<file path="config.mk">
export PLATFORM = sky130hd
export DESIGN_NAME = blit_rect_clip_direction_top_flat
export DESIGN_NICKNAME = d
export VERILOG_FILES = /design/src/design/brc_pkg.sv /design/src/design/brc_if.sv /design/src/design/brc_offset.sv /design/src/design/blit_rect_clip_direction_top.sv /design/src/flat_wrapper.sv
export SDC_FILE = /design/constraint.sdc
export NUM_CORES = 2
export LEC_CHECK = 0
export ABC_AREA = 1
export BUFFER_PORTS_ARGS = -buffer_cell sky130_fd_sc_hd__buf_2
export CAP_MARGIN = 15
export CORE_MARGIN = 2
export CORE_UTILIZATION = 64
export DETAILED_ROUTE_END_ITERATION = 6
export PLACE_DENSITY_LB_ADDON = 0.2
export SLEW_MARGIN = 5
export SYNTH_ARGS = -nofsm -noshare
export SYNTH_HDL_FRONTEND = slang
export SYNTH_SLANG_ARGS = --single-unit
export TNS_END_PERCENT = 1
</file>
<file path="constraint.sdc">
create_clock -name i_clk -period 18.38 [get_ports i_clk]
set_input_delay 2.757 -clock i_clk [delete_from_list [all_inputs] [get_ports i_clk]]
set_output_delay 2.757 -clock i_clk [all_outputs]
set_load 0.03 [all_outputs]
</file>
<file path="src/design/brc_pkg.sv">
// shared types, constants, the sign-extension helper and the axis clip function of the blit rectangle clipper
package brc_pkg;

    localparam int DIM_BITS = 15;
    localparam int OFS_BITS = 2 * DIM_BITS;
    localparam int REQ_BITS = 16;
    // working width for clip arithmetic, wide enough for shifted corners and sums
    localparam int AW = ((DIM_BITS > REQ_BITS) ? DIM_BITS : REQ_BITS) + 3;

    // configuration register indexes
    typedef enum logic [1:0] {
        CFG_SRC_WIDTH  = 2'd0,
        CFG_SRC_HEIGHT = 2'd1,
        CFG_DST_WIDTH  = 2'd2,
        CFG_DST_HEIGHT = 2'd3
    } t_cfg_idx;

    typedef struct packed {
        logic signed [REQ_BITS-1:0] src_col;
        logic signed [REQ_BITS-1:0] src_row;
        logic signed [REQ_BITS-1:0] width_req;
        logic signed [REQ_BITS-1:0] height_req;
        logic signed [REQ_BITS-1:0] dst_col;
        logic signed [REQ_BITS-1:0] dst_row;
        logic                       same_surface;
    } t_req;

    typedef struct packed {
        logic                nothing_to_copy;
        logic                copy_backward;
        logic [DIM_BITS-1:0] clip_src_col;
        logic [DIM_BITS-1:0] clip_src_row;
        logic [DIM_BITS-1:0] clip_dst_col;
        logic [DIM_BITS-1:0] clip_dst_row;
        logic [DIM_BITS-1:0] clip_width;
        logic [DIM_BITS-1:0] clip_height;
        logic [OFS_BITS-1:0] src_offset;
        logic [OFS_BITS-1:0] dst_offset;
    } t_res;

    // clipped rectangle handed from the clip stages to the offset stages
    typedef struct packed {
        logic                ok;
        logic                same;
        logic [DIM_BITS-1:0] sx;
        logic [DIM_BITS-1:0] sy;
        logic [DIM_BITS-1:0] dx;
        logic [DIM_BITS-1:0] dy;
        logic [DIM_BITS-1:0] w;
        logic [DIM_BITS-1:0] h;
    } t_clip;

    typedef struct packed {
        logic                 ok;
        logic signed [AW-1:0] pos;
        logic signed [AW-1:0] other;
        logic signed [AW-1:0] size;
    } t_axis;

    function automatic logic signed [AW-1:0] sext_req(input logic signed [REQ_BITS-1:0] v);
        sext_req = {{(AW-REQ_BITS){v[REQ_BITS-1]}}, v};
    endfunction

    // clip one axis: far edge against the extent, then a negative start
    function automatic t_axis clip_axis(
        input logic signed [AW-1:0] pos,
        input logic signed [AW-1:0] other,
        input logic signed [AW-1:0] size,
        input logic [DIM_BITS-1:0]  extent
    );
        t_axis               r;
        logic signed [AW-1:0] sum;
        logic signed [AW-1:0] ext_s;
        ext_s   = $signed({{(AW-DIM_BITS){1'b0}}, extent});
        r.pos   = pos;
        r.other = other;
        r.size  = size;
        r.ok    = (size > 0);
        sum     = pos + size;
        if (sum > ext_s) begin
            r.size = ext_s - pos;
        end
        if (r.size <= 0) begin
            r.ok = 1'b0;
        end
        if (pos < 0) begin
            r.other = other - pos;
            r.size  = r.size + pos;
            r.pos   = '0;
        end
        if (r.size <= 0) begin
            r.ok = 1'b0;
        end
        clip_axis = r;
    endfunction

endpackage

</file>
<file path="src/design/brc_if.sv">
// request and result channel interfaces of the blit rectangle clipper
interface brc_req_if import brc_pkg::*; ();
    logic valid;
    logic ready;
    t_req data;

    modport source (output valid, output data, input ready);
    modport sink (input valid, input data, output ready);
endinterface

interface brc_res_if import brc_pkg::*; ();
    logic valid;
    logic ready;
    t_res data;

    modport source (output valid, output data, input ready);
    modport sink (input valid, input data, output ready);
endinterface

</file>
<file path="src/design/brc_offset.sv">
// offset stages: row times surface width, column add, direction and output register
module brc_offset import brc_pkg::*; (
    input  logic                i_clk,
    input  logic                i_rst_n,
    input  logic                i_valid,
    input  t_clip               i_stg,
    input  logic [DIM_BITS-1:0] i_src_w,
    input  logic [DIM_BITS-1:0] i_dst_w,
    output logic                o_adv,
    brc_res_if.source           o_res
);

    logic                r_s3_valid;
    t_clip               r_s3;
    logic [OFS_BITS-1:0] r_src_prod;
    logic [OFS_BITS-1:0] r_dst_prod;
    logic                r_out_valid;
    t_res                r_res;

    logic [OFS_BITS-1:0] n_so;
    logic [OFS_BITS-1:0] n_dof;
    t_res                n_res;

    // whole pipe moves when the output register is free or being drained
    assign o_adv = !r_out_valid || o_res.ready;

    // stage 3 valid
    always_ff @(posedge i_clk) begin
        if (!i_rst_n) begin
            r_s3_valid <= 1'b0;
        end else if (o_adv) begin
            r_s3_valid <= i_valid;
        end
    end

    // stage 3: row products
    always_ff @(posedge i_clk) begin
        if (o_adv) begin
            r_s3       <= i_stg;
            r_src_prod <= OFS_BITS'(i_stg.sy) * OFS_BITS'(i_src_w);
            r_dst_prod <= OFS_BITS'(i_stg.dy) * OFS_BITS'(i_dst_w);
        end
    end

    // stage 4: add columns, pick direction, blank an empty rectangle
    always_comb begin
        n_so  = r_src_prod + {{(OFS_BITS-DIM_BITS){1'b0}}, r_s3.sx};
        n_dof = r_dst_prod + {{(OFS_BITS-DIM_BITS){1'b0}}, r_s3.dx};
        n_res = '0;
        if (r_s3.ok) begin
            n_res.copy_backward = r_s3.same && (n_so <= n_dof);
            n_res.clip_src_col  = r_s3.sx;
            n_res.clip_src_row  = r_s3.sy;
            n_res.clip_dst_col  = r_s3.dx;
            n_res.clip_dst_row  = r_s3.dy;
            n_res.clip_width    = r_s3.w;
            n_res.clip_height   = r_s3.h;
            n_res.src_offset    = n_so;
            n_res.dst_offset    = n_dof;
        end else begin
            n_res.nothing_to_copy = 1'b1;
        end
    end

    always_ff @(posedge i_clk) begin
        if (!i_rst_n) begin
            r_out_valid <= 1'b0;
        end else if (o_adv) begin
            r_out_valid <= r_s3_valid;
        end
    end

    always_ff @(posedge i_clk) begin
        if (o_adv) begin
            r_res <= n_res;
        end
    end

    assign o_res.valid = r_out_valid;
    assign o_res.data  = r_res;

    // an empty beat carries zeros only
    a_empty_zero: assert property (@(posedge i_clk) disable iff (!i_rst_n)
        r_out_valid && r_res.nothing_to_copy |->
            !r_res.copy_backward && r_res.clip_width == '0 && r_res.clip_height == '0
            && r_res.src_offset == '0 && r_res.dst_offset == '0)
        else $error("empty result carries non-zero fields");

    // a non-empty beat has a real size
    a_size: assert property (@(posedge i_clk) disable iff (!i_rst_n)
        r_out_valid && !r_res.nothing_to_copy |->
            r_res.clip_width != '0 && r_res.clip_height != '0)
        else $error("non-empty result with zero size");

    // clipped source span stays inside the source surface
    a_src_inside: assert property (@(posedge i_clk) disable iff (!i_rst_n)
        r_out_valid && !r_res.nothing_to_copy |->
            ({1'b0, r_res.clip_src_col} + {1'b0, r_res.clip_width}) <= {1'b0, i_src_w})
        else $error("clipped source span exceeds surface width");

    // clipped destination span stays inside the destination surface
    a_dst_inside: assert property (@(posedge i_clk) disable iff (!i_rst_n)
        r_out_valid && !r_res.nothing_to_copy |->
            ({1'b0, r_res.clip_dst_col} + {1'b0, r_res.clip_width}) <= {1'b0, i_dst_w})
        else $error("clipped destination span exceeds surface width");

endmodule

</file>
<file path="src/design/blit_rect_clip_direction_top.sv">
// top level of the blit rectangle clipper: config registers, the two clip stages and the offset stages
// a request passes the stage 1, stage 2, stage 3 and output registers on its way to its result beat
// throughput: one request per cycle while the output is not stalled; the four register stages advance together
// a stalled output holds every stage, so nothing is dropped or repeated
// reset: synchronous active low, clears all valid bits and the surface size registers to zero
// surface sizes are read live and must only change while the pipe is empty
module blit_rect_clip_direction_top import brc_pkg::*; (
    input  logic                i_clk,
    input  logic                i_rst_n,
    input  logic                i_cfg_we,
    input  logic [1:0]          i_cfg_idx,
    input  logic [DIM_BITS-1:0] i_cfg_data,
    brc_req_if.sink             i_req,
    brc_res_if.source           o_res
);

    logic [DIM_BITS-1:0] r_src_w;
    logic [DIM_BITS-1:0] r_src_h;
    logic [DIM_BITS-1:0] r_dst_w;
    logic [DIM_BITS-1:0] r_dst_h;

    logic                 w_adv;
    logic                 r_s1_valid;
    logic                 r_s1_ok;
    logic                 r_s1_same;
    logic signed [AW-1:0] r_s1_sx;
    logic signed [AW-1:0] r_s1_sy;
    logic signed [AW-1:0] r_s1_dx;
    logic signed [AW-1:0] r_s1_dy;
    logic signed [AW-1:0] r_s1_w;
    logic signed [AW-1:0] r_s1_h;
    logic                 r_s2_valid;
    t_clip                r_s2;

    t_axis n_src_x;
    t_axis n_src_y;
    t_axis n_dst_x;
    t_axis n_dst_y;
    t_clip n_s2;

    // configuration registers
    always_ff @(posedge i_clk) begin
        if (!i_rst_n) begin
            r_src_w <= '0;
            r_src_h <= '0;
            r_dst_w <= '0;
            r_dst_h <= '0;
        end else if (i_cfg_we) begin
            unique case (i_cfg_idx)
                CFG_SRC_WIDTH:  r_src_w <= i_cfg_data;
                CFG_SRC_HEIGHT: r_src_h <= i_cfg_data;
                CFG_DST_WIDTH:  r_dst_w <= i_cfg_data;
                CFG_DST_HEIGHT: r_dst_h <= i_cfg_data;
                default: ;
            endcase
        end
    end

    assign i_req.ready = w_adv;

    // stage 1: clip both axes against the source surface
    always_comb begin
        n_src_x = clip_axis(sext_req(i_req.data.src_col), sext_req(i_req.data.dst_col),
                            sext_req(i_req.data.width_req), r_src_w);
        n_src_y = clip_axis(sext_req(i_req.data.src_row), sext_req(i_req.data.dst_row),
                            sext_req(i_req.data.height_req), r_src_h);
    end

    always_ff @(posedge i_clk) begin
        if (!i_rst_n) begin
            r_s1_valid <= 1'b0;
        end else if (w_adv) begin
            r_s1_valid <= i_req.valid;
        end
    end

    always_ff @(posedge i_clk) begin
        if (w_adv) begin
            r_s1_ok   <= n_src_x.ok && n_src_y.ok;
            r_s1_same <= i_req.data.same_surface;
            r_s1_sx   <= n_src_x.pos;
            r_s1_dx   <= n_src_x.other;
            r_s1_w    <= n_src_x.size;
            r_s1_sy   <= n_src_y.pos;
            r_s1_dy   <= n_src_y.other;
            r_s1_h    <= n_src_y.size;
        end
    end

    // stage 2: clip both axes against the destination surface, source moves along
    always_comb begin
        n_dst_x   = clip_axis(r_s1_dx, r_s1_sx, r_s1_w, r_dst_w);
        n_dst_y   = clip_axis(r_s1_dy, r_s1_sy, r_s1_h, r_dst_h);
        n_s2.ok   = r_s1_ok && n_dst_x.ok && n_dst_y.ok;
        n_s2.same = r_s1_same;
        n_s2.dx   = n_dst_x.pos[DIM_BITS-1:0];
        n_s2.sx   = n_dst_x.other[DIM_BITS-1:0];
        n_s2.w    = n_dst_x.size[DIM_BITS-1:0];
        n_s2.dy   = n_dst_y.pos[DIM_BITS-1:0];
        n_s2.sy   = n_dst_y.other[DIM_BITS-1:0];
        n_s2.h    = n_dst_y.size[DIM_BITS-1:0];
    end

    always_ff @(posedge i_clk) begin
        if (!i_rst_n) begin
            r_s2_valid <= 1'b0;
        end else if (w_adv) begin
            r_s2_valid <= r_s1_valid;
        end
    end

    always_ff @(posedge i_clk) begin
        if (w_adv) begin
            r_s2 <= n_s2;
        end
    end

    // stages 3 and 4: offsets, direction and output register
    brc_offset u_offset (
        .i_clk   (i_clk),
        .i_rst_n (i_rst_n),
        .i_valid (r_s2_valid),
        .i_stg   (r_s2),
        .i_src_w (r_src_w),
        .i_dst_w (r_dst_w),
        .o_adv   (w_adv),
        .o_res   (o_res)
    );

endmodule
</file>
<file path="src/flat_wrapper.sv">
// flat-port wrapper written by rule: the top's interface ports become plain ports
module blit_rect_clip_direction_top_flat import brc_pkg::*;
  (i_clk, i_rst_n, i_cfg_we, i_cfg_idx, i_cfg_data, i_req_valid, i_req_data, i_req_ready, o_res_valid, o_res_data, o_res_ready);
  brc_req_if i_req_i ();
  brc_res_if o_res_i ();
  input  logic i_clk;
  input  logic i_rst_n;
  input  logic i_cfg_we;
  input  logic [1:0] i_cfg_idx;
  input  logic [DIM_BITS-1:0] i_cfg_data;
  input wire logic [$bits(i_req_i.valid)-1:0] i_req_valid;
  input wire logic [$bits(i_req_i.data)-1:0] i_req_data;
  output wire logic [$bits(i_req_i.ready)-1:0] i_req_ready;
  output wire logic [$bits(o_res_i.valid)-1:0] o_res_valid;
  output wire logic [$bits(o_res_i.data)-1:0] o_res_data;
  input wire logic [$bits(o_res_i.ready)-1:0] o_res_ready;
  assign i_req_i.valid = i_req_valid;
  assign i_req_i.data = i_req_data;
  assign i_req_ready = i_req_i.ready;
  assign o_res_valid = o_res_i.valid;
  assign o_res_data = o_res_i.data;
  assign o_res_i.ready = o_res_ready;
  blit_rect_clip_direction_top u_core (.i_clk(i_clk), .i_rst_n(i_rst_n), .i_cfg_we(i_cfg_we), .i_cfg_idx(i_cfg_idx), .i_cfg_data(i_cfg_data), .i_req(i_req_i), .o_res(o_res_i));
endmodule
</file>
==> impl_summary.txt <==
----------------------------------------------------
[Outcome]
  Run status ... completed

[Worst setup path]
  Worst path buffer plus inverter count ... 5
  Crit path kind ... primary input to register
  Max incr delay on CP ... 0.54 ns
  Required time reported for the critical path endpoint ... 18.75 ns
  Critical-path cell with the highest stage delay ... nand2_2
  Startpoint type of the worst setup path ... primary input
  CP most frequent cell ... nand2_1
  Critical Path Fanout Max ... 23
  Worst endpoint data arrival time ... 9.28 ns
  Crit end category ... register
  Family with the most delay on the worst path ... simple AND/OR/NAND/NOR gates

[Clock tree]
  Number of sinks handled by clock tree synthesis ... 564
  Buffers inserted during post-CTS setup optimization ... 0
  Cell chosen for the clock root ... clkbuf_16
  Clock-pin slew on the worst setup and hold paths ... 0.06 ns
  # hold bufs at CTS ... 0
  TritonCTS clock tree ... built
  Post-cts resize count ... 0
  H-Tree Depth ... 3
  Worst skew pair latency ... 0.62 ns
  Total CTS buffers ... 66
  Buffers from clock root to sink, at most ... 3

[Detailed routing]
  Initial DRT Pass Iterations ... 6
  Vias/cell ... 5.69
  Drt drc ... 0
  Post-DRT Antenna Nets ... 0
  Vias ... 43.7k
  Number of DRC markers after the initial detailed-route iteration ... 3692
  Final wirelength ... 148 mm
  Routed len/inst ... 19.3 um

[Floorplan]
  Core ar. ... 81800 um^2
  Boundary pin count ... 273
  DIE AREA ... 84700 um^2
  Starting Density ... 64.5%
  Floorplan die width ... 291 um
  Standard-cell rows ... 105
  Overall die height ... 291 um

[Hold path]
  Class of the most critical hold timing path ... register to register

[STA]
  Number of pins with negative max-slew slack in the final report ... 0
  Unrepaired setup endpoints after global routing ... false
  Final setup violation count ... 0
  Worst-margin pin slew ... 1.19 ns
  Final Hold Violating Endpoints ... 0
  Clock period minus final worst setup slack ... 8.91 ns
  Fin Setup TNS ... 0 ns
  Portion of the clock cycle consumed by the worst path in the final layout ... 48.5%
  Tightest slew margin relative to the limit ... 20.5%
  Highest clock frequency the design can meet ... 112 MHz
  Max Clock Skew ... 0.0290 ns

[Synth]
  Total of flip-flops plus latches after synthesis ... 564
  Share of synthesized registers carrying an async set or reset ... 0%
  Most instantiated flip-flop cell in the synthesis netlist ... edfxtp_1
  Number of flops mapped to enable cells by yosys ... 500
  Synthesized area per cell ... 8.29 um^2
  Cell count after synthesis ... 6367
  Netlist area before placement ... 52800 um^2
  Count of different cell masters after synthesis ... 64
  Sequential cell area fraction in the yosys report ... 30.9%
  Warnings from Yosys ... 0
  Net count after synthesis ... 7406

[Finish]
  Area of the multi-input gates ... 31200 um^2
  Sequential cell area ... 16300 um^2
  Final std cell area, no fill ... 57100 um^2
  Signed area change from the synthesized netlist to the final layout ... 8.31%
  Fillcell total ... 6566
  Total Nets Final ... 7604
  Fraction of layout instances using a drive strength above 1 ... 7.33%

[GRT]
  Wire length of the first global-routing pass ... 233 mm
  Vias in the first global route ... 43.0k
  Final global-route overflow total ... 0
  Initial antenna violation count ... 5
  Pin count of the biggest net entering global routing ... 182
  Global router's overall resource usage ... 35.2%

[Power]
  Clock power frac ... 19.6%
  PD cells ... 117 nW/um^2
  Maximum VDD drop ... 0.0785 mV
  P_int ... 3.70 mW
  Power dissipated by switching net loads ... 2.98 mW
  Fraction of power spent switching nets ... 44.6%
  Fraction of power consumed by combinational cells ... 50.6%
  Static leakage power ... 30.5 nW
  Sequential share of power ... 29.8%

[Placement]
  DP Area ... 55000 um^2
  Count of buffers inserted at the top-level ports ... 272
  Routability Congestion ... 1.00
  Detail Placement HPWL ... 118 mm

[Job]
  Max Cap Violations ... 0

----------------------------------------------------
==> state kept, by name, summed over array words and instances (netlist names) <==
register / cells
u_core.r_src_h: 15
u_core.r_s1_same: 1
u_core.r_s2_valid: 1
u_core.u_offset.o_res.data: 152
u_core.r_s1_ok: 1
u_core.r_s1_sx: 15
u_core.u_offset.r_src_prod: 30
u_core.u_offset.r_dst_prod: 30
u_core.r_s1_dx: 17
u_core.u_offset.r_s3_valid: 1
u_core.r_s1_sy: 15
u_core.r_dst_h: 15
u_core.r_s1_valid: 1
u_core.u_offset.o_res.valid: 1
u_core.u_offset.r_s3: 92
u_core.r_s2: 92
u_core.r_s1_h: 19
u_core.r_dst_w: 15
u_core.r_src_w: 15
u_core.r_s1_w: 19
u_core.r_s1_dy: 17
==> layout by cell type, fill, tap and decap left out, types with 34 or more instances in the layout <==
master / n
clkbuf_16: 69
a21oi_1: 414
buf_2: 272
nor2_1: 378
buf_4: 34
edfxtp_1: 500
dfxtp_1: 64
nand2_1: 1533
nand3_1: 259
o21ai_0: 255
inv_1: 1181
ha_1: 568
xor2_1: 184
nand4_1: 43
fa_1: 352
nor3_1: 44
xnor2_1: 113
==> kinds of logic (layout without fill, tap and decap cells) <==
| logic type | count (synthesis) | count (layout) | synth area share [%] |
|---|---|---|---|
| fa+ha+maj | 920 | 920 | 26.8 |
| buf+inv | 1367 | 1613 | 9.88 |
| flops | 564 | 564 | 30.9 |
| simple gates | 2355 | 2355 | 18.3 |
| compound gates | 863 | 863 | 9.08 |
| other cells | 0 | 1 | 0 |
| xor+xnor | 298 | 298 | 4.98 |
==> cell usage after synthesis (all sizes together), types with 44 or more instances <==
master  count  share of area, %
nor2      380               2.7
nor3       44              0.42
nand3     264               2.6
a21oi     419               4.0
nand4      45              0.59
xor2      185               3.1
nand2    1551                11
o21ai     293               2.9
inv      1188               8.5
edfxtp    500                28
xnor2     113               1.9
dfxtp      64               2.4
fa        352                13
clkbuf    146               1.0
ha        568                13
==> through the flow <==
| step | hold slack, ns | setup slack (ns) | cells | total power [mW] | util [%] |
|---|---|---|---|---|---|
| floorplan | 0.400 | 2.93 | 6367 | 4.44 | - |
| global placement | 0.401 | 9.05 | 7567 | 5.24 | 67.2 |
| detailed placement | 0.405 | 8.95 | 7567 | 5.31 | 67.2 |
| CTS | 0.414 | 9.57 | 7683 | 6.64 | 69.8 |
| global route | 0.421 | 8.82 | 7683 | 7.19 | 69.8 |
| finish | 0.413 | 9.47 | 7684 | 6.68 | 69.8 |
==> final timing paths <==
path                                 startpoint                                 end  slack, ns  depth (start not counted)
setup / recovery                 i_req_data[81]            u_core.r_s1_ok$_DFFE_PP_       9.47                         47
hold / removal    u_core.r_s2[55]$_SDFFCE_PP0P_  u_core.u_offset.r_s3[55]$_DFFE_PP_       0.41                          0
setup reg to reg    u_core.r_s1_dy[0]$_DFFE_PP_           u_core.r_s2[91]$_DFFE_PP_      11.11                         37
hold reg to reg   u_core.r_s2[55]$_SDFFCE_PP0P_  u_core.u_offset.r_s3[55]$_DFFE_PP_       0.41                          0
==> routing by layer <==
layer / vias to the layer above / GRT usage (%) / wire, um / part of all wire, %
met5: - / 0 / 53 / 0.036
met1: 20500 / 46.1 / 59800 / 40
li1: 20800 / - / - / -
met3: 387 / 5.63 / 12900 / 8.7
met2: 1925 / 57.2 / 68000 / 46
met4: 8 / 16.8 / 7770 / 5.2
==> final cells by class <==
class	count	share of cell area [%]
Clock buffer	79	3.14
Timing Repair Buffer	307	2.86
Clock inverter	37	0.613
Sequential cell	564	28.5
Tap cell	1070	2.34
Inverter	1190	7.83
Multi-Input combinational cell	4436	54.7
Antenna cell	1	0.00438
==> power groups by stage <==
stage	registers (mW)	logic, mW	clock network [mW]
after floorplan	1.90	2.54	0
after global placement	2.00	3.24	0
after detailed placement	2.00	3.31	0
after CTS	1.98	3.34	1.32
after global routing	2.01	3.80	1.37
final	1.99	3.38	1.31
==> worst register-to-register path: cells and delay by family (launching register included) <==
family	cells	cell delay, ns
XOR/XNOR	2	0.25
flip-flops	1	0.57
buffers and inverters	2	0.13
AO/OA/AOI/OAI	8	1.82
AND/OR/NAND/NOR	20	2.45
adder cells (fa/ha/maj)	5	1.75
(Power assumes the default switching activity.)
